`config.mk`:
```
export PLATFORM = sky130hd
export DESIGN_NAME = swlf_fifo
export DESIGN_NICKNAME = d
export VERILOG_FILES = /design/src/rtl/core/swlf_fifo.sv
export SDC_FILE = /design/constraint.sdc
export NUM_CORES = 1
export LEC_CHECK = 0
export BUFFER_PORTS_ARGS = -buffer_cell sky130_fd_sc_hd__buf_2
export CAP_MARGIN = 0
export CELL_PAD_IN_SITES_DETAIL_PLACEMENT = 0
export CELL_PAD_IN_SITES_GLOBAL_PLACEMENT = 2
export CORE_ASPECT_RATIO = 1.1
export CORE_MARGIN = 2
export CORE_UTILIZATION = 36
export DETAILED_ROUTE_END_ITERATION = 6
export MAX_ROUTING_LAYER = met4
export PLACE_DENSITY_LB_ADDON = 0.1
export SETUP_SLACK_MARGIN = 0.5
export SLEW_MARGIN = 20
export SYNTH_ARGS = -nofsm -noshare
export SYNTH_HDL_FRONTEND = slang
export SYNTH_SLANG_ARGS = --single-unit
```
`constraint.sdc`:
```
create_clock -name i_clk -period 3.1 [get_ports i_clk]
set_input_delay 0.62 -clock i_clk [delete_from_list [all_inputs] [get_ports i_clk]]
set_output_delay 0.62 -clock i_clk [all_outputs]
set_load 0.02 [all_outputs]
```
`src/rtl/core/swlf_fifo.sv`:
```
module swlf_fifo #(
    parameter int W     = 8,
    parameter int DEPTH = 2
) (
    input  logic         i_clk,
    input  logic         i_rst_n,
    input  logic         i_push,
    input  logic         i_pop,
    input  logic [W-1:0] i_data,
    output logic [W-1:0] o_data,
    output logic         o_full,
    output logic         o_empty
);

    localparam int AW = (DEPTH > 1) ? $clog2(DEPTH) : 1;
    localparam int CW = $clog2(DEPTH + 1);

    logic [W-1:0]  r_mem [DEPTH];
    logic [AW-1:0] r_wp, n_wp;
    logic [AW-1:0] r_rp, n_rp;
    logic [CW-1:0] r_cnt, n_cnt;

    always_comb begin
        n_wp = r_wp;
        n_rp = r_rp;
        if (i_push) begin
            n_wp = (r_wp == AW'(DEPTH - 1)) ? '0 : r_wp + 1'b1;
        end
        if (i_pop) begin
            n_rp = (r_rp == AW'(DEPTH - 1)) ? '0 : r_rp + 1'b1;
        end
        unique case ({i_push, i_pop})
            2'b10:   n_cnt = r_cnt + 1'b1;
            2'b01:   n_cnt = r_cnt - 1'b1;
            default: n_cnt = r_cnt;
        endcase
    end

    always_ff @(posedge i_clk) begin
        if (!i_rst_n) begin
            r_wp  <= '0;
            r_rp  <= '0;
            r_cnt <= '0;
        end else begin
            r_wp  <= n_wp;
            r_rp  <= n_rp;
            r_cnt <= n_cnt;
        end
    end

    always_ff @(posedge i_clk) begin
        if (i_push) begin
            r_mem[r_wp] <= i_data;
        end
    end

    assign o_data  = r_mem[r_rp];
    assign o_full  = (r_cnt == CW'(DEPTH));
    assign o_empty = (r_cnt == '0);

endmodule

```
==> impl_metrics.yaml <==
timing:
  finalHoldViolCount: 0
  slew_violations: 0
  period_minus_slack_ps: 2000
  holdWs_ps: 508
  rsz0062_at_grt: "no"
  setup_tns_ps: 0
  finClkSkew_ps: 0.888
  slew-limit-headroom_pct: 53.6
  finalSetupViolCount: 0
  tightest_slew_ps: 694
  period_share_pct: 64.7
  max_freq_mhz: 499
pwr:
  internal_power_uw: 410
  static-leakage-power_uw: 0.000371
  power.switching_uw: 126
  switching_share_pct: 23.5
  p_comb_share_pct: 15.1
  ir_drop_uv: 267
  p_clk_share_pct: 22.9
  powerDensity_nw_per_um2: 562
  pwr-share-seq_pct: 62.0
drt:
  wl_per_cell_um: 11.1
  vias: 441
  avgViaCountPerCell: 4.45
  ant_nets: 0
  drtIter0Drc: 4
  drc: 0
  drt-pass1-iter-count: 4
  routed_wl_um: 1100
die:
  die_area_um2: 2590
  core_um2: 2040
  start_util_pct: 38.8
  core.rowCount: 17
  pin_count: 22
  die_h_um: 53.2
  die_w_um: 48.7
setup_path:
  startpoint_type: "flop"
  critical_path_required_ps: 2480
  arrival_ps: 1380
  cp_max_fo: 8
  end_kind: "output pin"
  critical_path_class: "flop to output pin"
finish:
  num-nets-final: 85
  multi_input_area_um2: 203
  syn2layout_area_growth_pct: 20.4
  utilization_pct: 46.7
  antenna_cells: 0
  fillers: 191
  seq_area_um2: 581
  drive_gt1_share_pct: 46.5
place:
  gp_congestion: 0.656
  port_buffers: 21
logic_synthesis:
  synthCells: 47
  yosysUniqueCellTypes: 16
  yosys_warnings: 0
  synth_seq_cells: 21
  avgSynthCellArea_um2: 16.9
  syn_area_um2: 792
  syn-num-nets: 60
  yosysSeqAreaShare_pct: 73.3
clock_network:
  clockBufferDepth: 2
  ctsHoldBuffers: 0
  cts_tree: "done"
  cts.sinks: 21
  cts_made_buffers: 3
  ctsResizeCount: 0
  clk_pin_slew_ps: 100
  clockRootBuffer: "clkbuf_4"
  htree_levels: 1
  clk_latency_ps: 290
  post_cts_buffers: 0
global_route:
  grt_start_max_net_pins: 12
  grtUsageTotal_pct: 10.4
  grt_pass1_vias: 440
  grt_overflow: 0
  antenna_found_initial: 0
  grt_pass1_wl_um: 1880
flow_run:
  drv_cap: 0
hold_path:
  hold_class: "flop to flop"
status:
  status: "finished, final reports clean"
worst paths after layout:
check / from / endpoint / slack (ps) / cells past startpoint
worst max-delay path: flop / o_data[7] / 1100 / 2
worst min-delay path: r_cnt[1] / r_cnt[1] / 510 / 2
worst max register to register: r_wp / r_mem[0][4] / 1870 / 1
worst min register to register: r_cnt[1] / r_cnt[1] / 510 / 2
cells by family after synthesis:
family | share of synthesized area [%]
buf+inv | 1.10
xor+xnor | 3.32
mux | 11.4
simple gates | 6.79
fa+ha+maj | 1.58
compound gates | 2.53
flops | 73.3
sequential cells by signal (all words and copies together), names as in the netlist, named ones only:
name	cells
r_rp	1
r_cnt	2
r_wp	1
r_mem	16
stage by stage:
stage / power [uW] / worst slack, ps / area [um2] / instances
final: 536 / 1100 / 953 / 99
after global routing: 571 / 1000 / 953 / 99
after CTS: 544 / 1070 / 953 / 99
after global placement: 421 / 1350 / 927 / 95
after floorplan: 393 / 1580 / 792 / 47
after detailed placement: 421 / 1390 / 927 / 95
worst max-delay path, stage by stage, from the launching register on:
cell	delay (ps)
dfxtp_1	550
mux2_2	390
buf_2	160
layer usage:
metal  vias to the layer above  global-route usage [%]  part of all wire, %  wire length (um)
li1                        219                       -                    -                 -
met1                       208                    11.3                   42               464
met2                        12                    16.9                   51               557
met3                         2                    2.82                  5.7                63
met4                         0                    7.14                  1.0                11
met5                         -                       -                    0                 0
cell usage in the layout, fill, tap and decap left out, types with 2 or more instances in the layout:
cell type  synthesis  layout
nor2_1             2       2
buf_2              1      21
xnor2_1            2       2
edfxtp_1          16      16
and2_1             4       4
mux2_2             8       8
clkbuf_4           0       3
dfxtp_1            5       5
cells in the mapped netlist:
library cell  count  area [um2]
buf_2             1        5.00
inv_1             1        3.75
and2_1            4        25.0
xor2_1            1        8.76
and2b_2           1        8.76
a21boi_1          1        7.51
or3_1             1        6.26
mux2_2            8        90.1
o21ai_0           1        5.00
dfxtp_1           5         100
edfxtp_1         16         480
ha_1              1        12.5
nor2b_1           1        6.26
xnor2_1           2        17.5
o21a_1            1        7.51
nor2_1            2        7.51
final cells by class:
cell class,count,share of cell area (%)
flip-flops and latches,21,60.9
multi-input cells,24,21.3
clock buffers,4,2.76
inverters,1,0.394
repair buffers,21,11.0
well taps,28,3.67
power by group through the flow:
| stage | sequential [uW] | clock, uW | combinational (uW) |
|---|---|---|---|
| after floorplan | 334 | 0 | 59.7 |
| after global placement | 339 | 0 | 82.3 |
| after detailed placement | 339 | 0 | 82.1 |
| after CTS | 333 | 129 | 82.6 |
| after global routing | 336 | 147 | 88.2 |
| final | 332 | 123 | 81.0 |
Note: power is estimated with default switching activity, not from simulation.
