===== config.mk =====
export PLATFORM = sky130hd
export DESIGN_NAME = swlf_front
export DESIGN_NICKNAME = d
export VERILOG_FILES = /design/src/rtl/core/swlf_pkg.sv /design/src/rtl/core/swlf_front.sv
export SDC_FILE = /design/constraint.sdc
export NUM_CORES = 1
export LEC_CHECK = 0
export ABC_AREA = 1
export BUFFER_PORTS_ARGS = -buffer_cell sky130_fd_sc_hd__buf_2
export CAP_MARGIN = 5
export CORE_MARGIN = 2
export CORE_UTILIZATION = 40
export CTS_BUF_LIST = sky130_fd_sc_hd__clkbuf_4
export DETAILED_ROUTE_END_ITERATION = 8
export GPL_TIMING_DRIVEN = 0
export HOLD_SLACK_MARGIN = 0.12
export SLEW_MARGIN = 30
export SYNTH_ARGS = -nofsm -noshare
export SYNTH_HDL_FRONTEND = slang
export SYNTH_SLANG_ARGS = --single-unit
export TNS_END_PERCENT = 1

===== constraint.sdc =====
create_clock -name i_clk -period 42.9 [get_ports i_clk]
set_clock_uncertainty 0.2 [all_clocks]
set_input_delay 6.435 -clock i_clk [delete_from_list [all_inputs] [get_ports i_clk]]
set_output_delay 6.435 -clock i_clk [all_outputs]
set_load 0.01 [all_outputs]

===== src/rtl/core/swlf_pkg.sv =====
package swlf_pkg;

    localparam int FRAC_BITS_DEF = 16;
    localparam int MID_DEPTH_DEF = 4;
    localparam int OUT_DEPTH_DEF = 2;

    localparam logic [22:0] GRAVITY_RESET   = 23'd642908;
    localparam logic [30:0] DIFFUSION_RESET = 31'd393216;

    typedef enum logic {
        REG_GRAVITY   = 1'b0,
        REG_DIFFUSION = 1'b1
    } t_reg_idx;

    // One request after classification: magnitudes and signs ready for the multipliers.
    typedef struct packed {
        logic [30:0] hl;
        logic [30:0] hr;
        logic [31:0] al;
        logic [31:0] ar;
        logic [32:0] msum_mag;
        logic        msum_neg;
        logic [30:0] dh_mag;
        logic        dh_neg;
        logic [32:0] dm_mag;
        logic        dm_neg;
        logic [31:0] nmag;
        logic        nneg;
        logic        bad;
    } t_item;

    typedef struct packed {
        logic signed [31:0] mass;
        logic signed [31:0] mom;
        logic               sat;
        logic               bad;
    } t_result;

    typedef struct packed {
        logic [31:0] val;
        logic        clip;
    } t_sat;

    function automatic t_sat sat32(input logic signed [127:0] v);
        t_sat r;
        if ((&v[127:31]) || !(|v[127:31])) begin
            r.val  = v[31:0];
            r.clip = 1'b0;
        end else begin
            r.val  = v[127] ? 32'h8000_0000 : 32'h7FFF_FFFF;
            r.clip = 1'b1;
        end
        return r;
    endfunction

    function automatic logic signed [127:0] neg_if(input logic [127:0] m, input logic n);
        logic signed [127:0] r;
        r = n ? $signed(-m) : $signed(m);
        return r;
    endfunction

endpackage


===== src/rtl/core/swlf_front.sv =====
module swlf_front (
    input  logic                  i_clk,
    input  logic                  i_rst_n,
    input  logic                  i_push,
    output logic                  o_full,
    input  logic [30:0]           i_height_left,
    input  logic signed [31:0]    i_momentum_left,
    input  logic [30:0]           i_height_right,
    input  logic signed [31:0]    i_momentum_right,
    input  logic signed [31:0]    i_normal_scale,
    input  logic                  i_q_full,
    output logic                  o_valid,
    output swlf_pkg::t_item       o_item
);

    logic              r_fv;
    swlf_pkg::t_item   r_item, n_item;
    logic              accept, move;
    logic signed [32:0] msum, dm;
    logic signed [31:0] dh;

    assign move   = r_fv & ~i_q_full;
    assign o_full = r_fv & i_q_full;
    assign accept = i_push & ~o_full;

    always_comb begin
        msum = {i_momentum_left[31], i_momentum_left} + {i_momentum_right[31], i_momentum_right};
        dm   = {i_momentum_right[31], i_momentum_right} - {i_momentum_left[31], i_momentum_left};
        dh   = $signed({1'b0, i_height_right}) - $signed({1'b0, i_height_left});

        n_item.hl       = i_height_left;
        n_item.hr       = i_height_right;
        n_item.al       = i_momentum_left[31] ? 32'(-i_momentum_left) : 32'(i_momentum_left);
        n_item.ar       = i_momentum_right[31] ? 32'(-i_momentum_right) : 32'(i_momentum_right);
        n_item.msum_neg = msum[32];
        n_item.msum_mag = msum[32] ? 33'(-msum) : 33'(msum);
        n_item.dh_neg   = dh[31];
        n_item.dh_mag   = dh[31] ? 31'(-dh) : 31'(dh);
        n_item.dm_neg   = dm[32];
        n_item.dm_mag   = dm[32] ? 33'(-dm) : 33'(dm);
        n_item.nneg     = i_normal_scale[31];
        n_item.nmag     = i_normal_scale[31] ? 32'(-i_normal_scale) : 32'(i_normal_scale);
        n_item.bad      = (i_height_left == '0) || (i_height_right == '0);
    end

    always_ff @(posedge i_clk) begin
        if (!i_rst_n) begin
            r_fv <= 1'b0;
        end else begin
            r_fv <= accept | (r_fv & ~move);
        end
    end

    always_ff @(posedge i_clk) begin
        if (accept) begin
            r_item <= n_item;
        end
    end

    assign o_valid = move;
    assign o_item  = r_item;

endmodule


==> results.txt, run 1 <==
Status -> finished clean
Postcts setup bufs -> 0
Hold EP -> r_fv$_SDFF_PN0_
Drt total wl -> 73950 um
GRT Util Overall -> 27.37%
Synthesized flop and latch total -> 260
Maximum fanout along the worst path -> 2
Largest net degree at the start of global routing -> 28
Relative slew slack -> 50.23%
Sw Ratio -> 36.22%
Die Y -> 231.8 um
CTS Root Cell -> clkbuf_4
Post-Synthesis Cells -> 2869
Global-route wire length before repair -> 111400 um
Most frequent cells in the layout -> 950 x nand2_1, 468 x inv_1, 430 x buf_2
Hold Vio Cnt, Final -> 0
Layout Nets -> 3646
Routability cong. -> 0.9345
Initial antenna violation count -> 2
Post_cts resized -> 0
DIE WIDTH -> 231.8 um
DP Wirelength -> 62960 um
Post-DP Area -> 24060 um^2
Layout cell share with drive strength beyond 1 -> 20.56%
Sequential Power Share -> 37.3%
Post-synth cell types -> 52
Fmax -> 74.23 MHz
Class of the most critical setup path -> input pin to primary output
R2R Setup Slk -> 40.71 ns
DRC -> 0
Hold buffers post-CTS -> 0
Grt total ovfl -> 0
Leakage -> 12.82 nW
Finished Cell Area -> 25090 um^2
DRT antenna net count -> 0
Yosys warning total -> 0
Worst-margin pin slew -> 0.7465 ns
CTS tree -> yes
FF-to-FF path depth -> 8
Sw Pwr -> 0.0003158 W
Routed len/inst -> 17.98 um
First DRT Iteration DRCs -> 1476
Vias per inst -> 4.929
Hold_sp -> r_fv$_SDFF_PN0_
Pint -> 0.0005562 W
First-pass iteration count of the detailed router -> 5
CTS Buf Count -> 74
Max-cap violation count -> 0
Final setup viols -> 0
Hold depth -> 2
Final Max Tran Viols -> 0
Area grow syn2layout -> 20.85%
Vias in the first global route -> 19790
FP Rows -> 83
Clock transition at path regs -> 0.05 ns
CP Data Required Time -> 36.26 ns
Total I/O pin count -> 424
Hold WS -> 0.2897 ns
Final worst slack -> 29.43 ns
Register area share after synthesis -> 37.56%
Starting Density -> 40.46%
H-Tree Depth -> 3
Mean Syn Cell Area -> 7.235 um^2
Synthesized area -> 20760 um^2
Gate power share -> 33.6%
Vias -> 20270
Peak VDD IR -> 0.02018 mV
Pre-CTS WS -> 29.43 ns
Tcrit/Tclk final -> 31.40%
Syn Nets -> 3135
Power density relative to cell area -> 34.76 nW/um^2
Die ar. -> 53730 um^2
Startpoint Class -> input pin
Most common library cell in the layout ignoring fill and taps -> nand2_1
Max Root-Sink Buffers -> 3
Clock power frac -> 29.1%
Critical R2R Capture -> o_item[199]$_DFFE_PP_
Unrepaired setup endpoints after global routing -> no
I/O Buffers -> 423
Minimum clock period -> 13.47 ns
Core Area -> 51300 um^2
HP Class -> flip-flop to flip-flop
Critical Path End Type -> primary output
Crit path DAT -> 6.84 ns
Clk_lat worst skew -> 0.79 ns
Worst r2r src -> r_fv$_SDFF_PN0_
Total clock sinks -> 260
Setup TNS -> 0 ns
Pwr Total -> 0.0008721 W
-- worst max-delay path, stage by stage --
cell     delay [ns]
buf_2          0.09
nand2_1        0.06
inv_1          0.10
buf_2          0.15
-- state kept, by name (all words and copies together), names as in the netlist --
name,count
o_item,259
r_fv,1
-- power by group through the flow --
| stage | Clock [W] | Sequential (W) | Combinational [W] |
|---|---|---|---|
| 2_1_floorplan | 0 | 0.000351 | 0.000166 |
| 3_3_place_gp | 0 | 0.000339 | 0.000286 |
| 3_5_place_dp | 0 | 0.000331 | 0.000293 |
| 4_1_cts | 0.000262 | 0.000326 | 0.000295 |
| 5_1_grt | 0.000275 | 0.000328 | 0.000326 |
| 6_report | 0.000254 | 0.000326 | 0.000293 |
-- cell usage after synthesis, drive strengths merged --
cell type    n  share of area [%]
a31oi        4               0.12
o21a         2              0.072
clkinv       3              0.054
xor2       113                4.8
ha         101                6.1
nand3      202                5.1
nand3b      13               0.53
a221oi       1              0.042
nor3        45                1.3
a211oi       1              0.036
o21ai       76                2.1
nor3b        1              0.036
dfxtp        1              0.096
or2          2              0.060
buf         34                1.5
edfxtp     259                 37
o21bai      11               0.40
and2         6               0.18
fa           3               0.29
and3         2              0.060
nand2      982                 18
xnor2       42                1.8
clkbuf       8               0.14
nand4       50                1.5
nor4        19               0.60
o31ai        7               0.25
o22ai        1              0.030
o211ai       4               0.17
a21boi       1              0.036
nor2       306                6.0
inv        486                8.8
a21oi       83                2.1
-- logic make-up (layout without fill, tap and decap cells) --
family          count (synthesis)  in the layout  share of synthesized area [%]
other cells                     0              4                              0
flops                         260            260                          37.56
simple gates                 1628           1628                          33.62
compound gates                191            191                          5.389
xor+xnor                      155            155                          6.540
buf+inv                       531           1091                          10.51
fa+ha+maj                     104            104                          6.377
-- layout make-up --
type / instances / area [um^2]
Antenna cell: 4 / 10.01
Clock buffer: 98 / 735.7
Multi-Input combinational cell: 2078 / 10790
Sequential cell: 260 / 7797
Fill cell: 5292 / 26220
Timing Repair Buffer: 435 / 2447
Buffer: 42 / 335.3
Tap cell: 680 / 850.8
Inverter: 489 / 1846
Clock inverter: 27 / 276.5
-- worst max-delay path by stage --
stage,cells past startpoint,from,endpoint
detailed placement,4,i_q_full,o_full
floorplan,3,i_q_full,o_item[0]$_DFFE_PP_
finish,4,i_q_full,o_full
global placement,4,i_q_full,o_item[69]$_DFFE_PP_
CTS,4,i_q_full,o_full
global route,4,i_q_full,o_full
-- metal layers --
metal / track usage [%] / up-vias / share of wire [%]
li1: - / 10210 / -
met1: 30.65 / 9302 / 39
met2: 51.51 / 626 / 52
met3: 3.892 / 139 / 4.7
met4: 11.32 / 0 / 4.1
met5: 0 / - / 0
-- per-stage QoR --
step | util [%] | cells
after floorplan | - | 2869
after global placement | 46.25 | 3972
after detailed placement | 46.91 | 3984
after CTS | 48.88 | 4109
after global routing | 48.90 | 4113
final | 48.90 | 4113
No activity file was read; power rests on OpenSTA's default activity.
==> run 2: changes to the inputs <==
--- a/config.mk
+++ b/config.mk
@@ -5,7 +5,7 @@
 export SDC_FILE = /design/constraint.sdc
 export NUM_CORES = 1
 export LEC_CHECK = 0
-export ABC_AREA = 1
+export ABC_AREA = 0
 export BUFFER_PORTS_ARGS = -buffer_cell sky130_fd_sc_hd__buf_2
 export CAP_MARGIN = 5
 export CORE_MARGIN = 2
==> constraint.sdc (replaced) <==
create_clock -name i_clk -period 11.75 [get_ports i_clk]
set_clock_uncertainty 0.2 [all_clocks]
set_input_delay 1.7625 -clock i_clk [delete_from_list [all_inputs] [get_ports i_clk]]
set_output_delay 1.7625 -clock i_clk [all_outputs]
set_load 0.01 [all_outputs]
==> run 2 against run 1 <==
Count of clock-buffer cells in the layout is 3 higher. Global-route usage fell by 2.7 points. Synthesized area down 14%. Total power increased to 3.4 times the previous value. Largest power group unchanged. Highest routed layer unchanged.
==> results.txt, run 2 <==
Clock power frac -> 27.9%
Pint -> 0.001966 W
Postcts setup bufs -> 0
GR Util met3 -> 4.501%
Max FFs per register -> 259
Most frequent cells after synthesis -> 259 x edfxtp_1, 203 x xnor2_1, 127 x nand2_1
Grt total ovfl -> 0
Synthesized flop and latch total -> 260
Most frequent CP cell -> clkbuf_1
Vias -> 16310
Power density relative to cell area -> 135.4 nW/um^2
Largest net degree at the start of global routing -> 28
Post-synth EDFFs -> 259
Setup TNS -> 0 ns
Post-DP Area -> 21040 um^2
Tcrit/Tclk final -> 52.89%
Sw Ratio -> 33.82%
Critical path's largest stage delay -> 0.85 ns
Worst-margin pin slew -> 1.150 ns
CP Data Required Time -> 12.08 ns
Class of the most critical setup path -> input pin to flip-flop
Vias per inst -> 5.557
Unrepaired setup endpoints after global routing -> no
Drt total wl -> 58350 um
Total I/O pin count -> 424
XOR/XNOR Fraction of Synth Area -> 11.77%
Area fraction of the dominant cell type after synthesis -> 43.58%
Register area share after synthesis -> 43.70%
Layout cell share with drive strength beyond 1 -> 25.60%
Count leader, synth -> edfxtp_1
Global-route wire length before repair -> 88640 um
Starting Density -> 40.44%
Relative slew slack -> 23.35%
H-Tree Depth -> 3
Flip-flop and latch area -> 7797 um^2
DRC -> 0
Startpoint Class -> input pin
Crit path depth -> 15
R2R Setup Slk -> 9.29 ns
Initial antenna violation count -> 4
First DRT Iteration DRCs -> 1423
Largest family of logic cells by synthesized area -> compound AO/OA/AOI/OAI gates
HP Class -> flip-flop to flip-flop
Sequential Power Share -> 40.5%
Die ar. -> 46320 um^2
Post-Synthesis Cells -> 1784
FF-to-FF path depth -> 7
Core Area -> 44120 um^2
Worst r2r src -> r_fv$_SDFF_PN0_
Sw Pwr -> 0.001005 W
Crit path capture -> o_item[132]$_DFFE_PP_
Multi-input logic area -> 9395 um^2
Crit path DAT -> 6.54 ns
Peak VDD IR -> 0.08049 mV
Adder-Cell Fraction of Synth Area -> 7.418%
Mean Syn Cell Area -> 10.00 um^2
Critical R2R Capture -> o_item[146]$_DFFE_PP_
Final Max Tran Viols -> 0
Crit path from -> i_momentum_left[2]
Most frequent cells in the layout -> 428 x buf_2, 259 x edfxtp_1, 203 x xnor2_1
Max Root-Sink Buffers -> 3
Area grow syn2layout -> 22.97%
Critical path's slowest cell -> a22oi_1
Clk_lat worst skew -> 0.74 ns
I/O Buffers -> 423
Post-synth ARST share -> 0%
Fillers -> 4210
Vias in the first global route -> 15510
Finished Cell Area -> 21940 um^2
Synth Area in Compound Gates -> 17.15%
Synth Area in Simple Gates -> 15.92%
Hold Vio Cnt, Final -> 0
Hold buffers post-CTS -> 0
Synth area leader -> edfxtp_1
Crit-path cells -> buf_2 -> inv_1 -> ha_1 -> clkbuf_1 -> o21ba_2 -> or4_1 -> a211oi_1 -> o2111ai_1 -> a21boi_0 -> o22ai_1 -> nand2b_1 -> a22oi_1 -> clkbuf_1 -> a21oi_1 -> xnor2_1
Met1 usage -> 32.63%
Most common library cell in the layout ignoring fill and taps -> buf_2
First-pass iteration count of the detailed router -> 6
Most used DFF post-synth -> edfxtp_1
Yosys warning total -> 0
Syn Nets -> 2050
Final setup viols -> 0
Worst Path Buf+Inv -> 4
Most used routing layer -> met2
Post-synth cell types -> 87
Status -> finished clean
Synthesized area -> 17840 um^2
FP Rows -> 77
CTS Buf Count -> 72
Post_cts resized -> 0
GRT Util Overall -> 24.69%
Routed len/inst -> 19.88 um
Gate power share -> 31.6%
DRT antenna net count -> 0
Max-cap violation count -> 0
Maximum fanout along the worst path -> 10
DIE WIDTH -> 215.2 um
Top post-synthesis cells by area -> edfxtp_1 44%, xnor2_1 10%, ha_1 7.1%
Minimum clock period -> 6.215 ns
CTS Root Cell -> clkbuf_4
Fmax -> 160.9 MHz
Leakage -> 8.806 nW
Clock transition at path regs -> 0.07 ns
Global-route track usage on met2 -> 40.28%
Mux cell area share after synthesis -> 0.2875%
Critical Path End Type -> flip-flop
Routability cong. -> 0.9164
DP Wirelength -> 47190 um
Layout Nets -> 2560
Total clock sinks -> 260
Die Y -> 215.2 um
CTS tree -> yes
CP delay by family, top -> compound AO/OA/AOI/OAI gates
==> run 2: kinds of logic (layout without fill, tap and decap cells) <==
logic type | Yosys count | in the layout
muxes | 5 | 5
and+or+nand+nor | 539 | 539
buffers and inverters | 170 | 726
DFF | 260 | 260
xor gates and xnor gates | 239 | 239
AOI/OAI and AO/OA | 467 | 467
other | 0 | 3
adders and majority gates | 104 | 104
==> run 2: power by group through the flow <==
stage / clock (W) / sequential (W) / combinational, W
6_report: 0.000829 / 0.00120 / 0.000939
5_1_grt: 0.000899 / 0.00121 / 0.00102
4_1_cts: 0.000854 / 0.00120 / 0.000938
3_5_place_dp: 0 / 0.00122 / 0.000930
3_3_place_gp: 0 / 0.00124 / 0.000907
2_1_floorplan: 0 / 0.00129 / 0.000520
==> run 2: area by class of cell <==
class	count	share of cell area [%]
Sequential cell	260	35.53
Clock inverter	19	0.6215
Antenna cell	3	0.03421
Clock buffer	101	3.455
Timing Repair Buffer	436	11.11
Multi-Input combinational cell	1354	42.82
Buffer	55	1.089
Tap cell	592	3.376
Inverter	115	1.967
==> run 2: stage by stage <==
step	hold slack, ns	util, %	total power, W	instances	setup WS [ns]
CTS	0.4843	49.71	0.002997	2932	5.787
floorplan	0.4478	-	0.001806	1784	2.354
finish	0.4784	49.73	0.002971	2935	5.535
detailed placement	0.4615	47.69	0.002152	2812	4.963
global route	0.5339	49.73	0.003135	2935	5.264
global placement	0.3896	46.92	0.002147	2799	-0.4821
==> run 2: how the worst min path moves through the flow <==
stage	depth (start not counted)	slack, ns	startpoint	to
after global routing	2	0.53	r_fv$_SDFF_PN0_	r_fv$_SDFF_PN0_
after floorplan	2	0.45	r_fv$_SDFF_PN0_	r_fv$_SDFF_PN0_
after detailed placement	2	0.46	r_fv$_SDFF_PN0_	r_fv$_SDFF_PN0_
after CTS	2	0.48	r_fv$_SDFF_PN0_	r_fv$_SDFF_PN0_
after global placement	2	0.39	r_fv$_SDFF_PN0_	r_fv$_SDFF_PN0_
final	2	0.48	r_fv$_SDFF_PN0_	r_fv$_SDFF_PN0_
==> run 2: per-layer routing <==
metal  vias up  wire, um
met2       669     27240
met4         0      1720
li1       7735         -
met5         -         0
met3        96      4034
met1      7810     25360
==> run 2: worst reg2reg max path, cell delays in order, from the launching register on <==
cell	delay, ns
dfxtp_1	0.31
and2_1	0.17
nor2b_4	0.51
buf_16	0.23
buf_16	0.19
buf_16	0.20
buf_8	0.20
buf_16	0.17
==> run 3: changes to the inputs <==
==> constraint.sdc (replaced) <==
create_clock -name i_clk -period 5.1 [get_ports i_clk]
set_clock_uncertainty 0.2 [all_clocks]
set_input_delay 0.765 -clock i_clk [delete_from_list [all_inputs] [get_ports i_clk]]
set_output_delay 0.765 -clock i_clk [all_outputs]
set_load 0.01 [all_outputs]
==> run 3 against run 2 <==
Register-to-register slack lost 6.4 ns. Cell count increased by 5.2%. Clock power rose by 140%. Critical path depth is the same. Sequential share of layout area decreased by 2.3 points. First-iteration DRC count decreased by 14%. Global-route usage rose by 1.5 points. Sequential cell count stayed put. Combinational power is 140% higher. Count of clock-buffer cells in the layout is 3 lower. Die area unchanged. Largest power group unchanged.
==> results.txt, run 3 (synthesis gave the netlist of run 2 again) <==
Final worst slack -> 0.1731 ns
Pwr Total -> 0.007007 W
Class of the most critical setup path -> input pin to flip-flop
Total I/O pin count -> 424
Flip-flop and latch area -> 7797 um^2
Relative slew slack -> 38.09%
Peak VDD IR -> 0.1790 mV
Status -> finished clean
CTS Buf Count -> 74
Critical R2R Capture -> o_item[156]$_DFFE_PP_
Area grow syn2layout -> 31.53%
Die ar. -> 46320 um^2
Leakage -> 9.438 nW
DIE WIDTH -> 215.2 um
Most common library cell in the layout ignoring fill and taps -> buf_2
Fillers -> 4071
Minimum clock period -> 4.927 ns
First-pass iteration count of the detailed router -> 6
Postcts setup bufs -> 0
Most frequent cells in the layout -> 428 x buf_2, 259 x edfxtp_1, 203 x xnor2_1
DP Wirelength -> 48260 um
Critical Path End Type -> flip-flop
Worst-margin pin slew -> 0.9208 ns
Crit path capture -> o_item[132]$_DFFE_PP_
R2R Setup Slk -> 2.87 ns
Unrepaired setup endpoints after global routing -> no
Max-cap violation count -> 0
Max FFs per register -> 259
First DRT Iteration DRCs -> 1221
H-Tree Depth -> 3
Largest net degree at the start of global routing -> 27
DRC -> 0
Die Y -> 215.2 um
CTS tree -> yes
Startpoint Class -> input pin
Layout cell share with drive strength beyond 1 -> 24.24%
Vias -> 16830
DRT antenna net count -> 0
GRT Util Overall -> 26.24%
Starting Density -> 40.44%
Core Area -> 44120 um^2
Layout Nets -> 2705
Crit path from -> i_momentum_left[2]
Drt total wl -> 62150 um
FP Rows -> 77
Vias in the first global route -> 16460
Fmax -> 203.0 MHz
Routability cong. -> 0.9147
Power density relative to cell area -> 298.5 nW/um^2
I/O Buffers -> 423
Routed len/inst -> 20.12 um
Final setup viols -> 0
Clock transition at path regs -> 0.07 ns
Pre-CTS WS -> -0.8225 ns
Total clock sinks -> 260
Tcrit/Tclk final -> 96.61%
HP Class -> input pin to flip-flop
Maximum fanout along the worst path -> 10
Clk_lat worst skew -> 0.78 ns
Worst r2r src -> r_fv$_SDFF_PN0_
Global-route wire length before repair -> 93900 um
Max Root-Sink Buffers -> 3
Multi-input logic area -> 9432 um^2
Initial antenna violation count -> 1
Grt total ovfl -> 0
CP Data Required Time -> 5.44 ns
CTS Root Cell -> clkbuf_4
FF-to-FF path depth -> 6
Crit path DAT -> 5.26 ns
Final Max Tran Viols -> 0
Hold Vio Cnt, Final -> 0
Vias per inst -> 5.447
==> run 3: worst min-delay path by stage <==
| stage | start | to | slack (ns) | cells past startpoint |
|---|---|---|---|---|
| 3_5_place_dp | r_fv$_SDFF_PN0_ | r_fv$_SDFF_PN0_ | 0.41 | 2 |
| 3_3_place_gp | r_fv$_SDFF_PN0_ | r_fv$_SDFF_PN0_ | 0.39 | 2 |
| 2_1_floorplan | r_fv$_SDFF_PN0_ | r_fv$_SDFF_PN0_ | 0.40 | 2 |
| 4_1_cts | i_momentum_right[3] | o_item[137]$_DFFE_PP_ | 0.12 | 2 |
| 5_1_grt | i_momentum_right[11] | o_item[145]$_DFFE_PP_ | 0.15 | 2 |
| 6_report | i_momentum_right[3] | o_item[137]$_DFFE_PP_ | 0.19 | 2 |
==> run 3: metal layers <==
| layer | share of wire, % | GRT usage [%] | vias up |
|---|---|---|---|
| li1 | - | - | 8025 |
| met1 | 43 | 34.02 | 8013 |
| met2 | 46 | 42.24 | 666 |
| met3 | 6.7 | 5.237 | 123 |
| met4 | 4.1 | 12.14 | 0 |
| met5 | 0 | 0 | - |
==> run 3: stage by stage <==
stage	hold WS, ns	cells	TNS [ns]	util, %	cell area [um^2]
final	0.1856	3089	0	53.19	23470
after global routing	0.1531	3089	0	53.19	23470
after CTS	0.1227	3088	0	53.11	23430
after detailed placement	0.4144	2811	-36.89	47.71	21050
after global placement	0.3857	2799	-538.96	46.94	20710
after floorplan	0.3952	1784	-74.66	-	17850
==> run 3: where the power goes <==
part | total (W) | internal, W | switching, W
combinational | 0.00228 | 0.000898 | 0.00138
sequential | 0.00277 | 0.00270 | 0.0000726
clock | 0.00196 | 0.00101 | 0.000951
total | 0.00701 | 0.00460 | 0.00240
==> run 3: timing repair <==
action / in CTS / in global routing
hold buffers: 144 / 0
endpoints found under the setup margin: 0 / 52
gates resized for setup: 0 / 9
endpoints found under the hold margin: 146 / 0
==> run 3: critical path, stage by stage <==
cell and delay (ns):
buf_2 0.11, inv_1 0.18, ha_1 0.29, clkbuf_1 0.24
o21ba_2 0.27, or4_1 0.49, a211oi_1 0.69, o2111ai_1 0.33
a21boi_0 0.26, o22ai_1 0.13, nand2b_1 0.17, a22oi_2 0.46
clkbuf_1 0.53, a21oi_1 0.16, xnor2_1 0.18
==> run 3: area by class of cell <==
class                           instances  share of cell area [%]
Antenna cell                            1                 0.01066
Buffer                                 55                   1.029
Clock buffer                           98                   3.134
Clock inverter                         35                  0.8583
Inverter                              115                   1.839
Multi-Input combinational cell       1354                   40.18
Sequential cell                       260                   33.22
Tap cell                              592                   3.156
Timing Repair Buffer                  579                   16.57
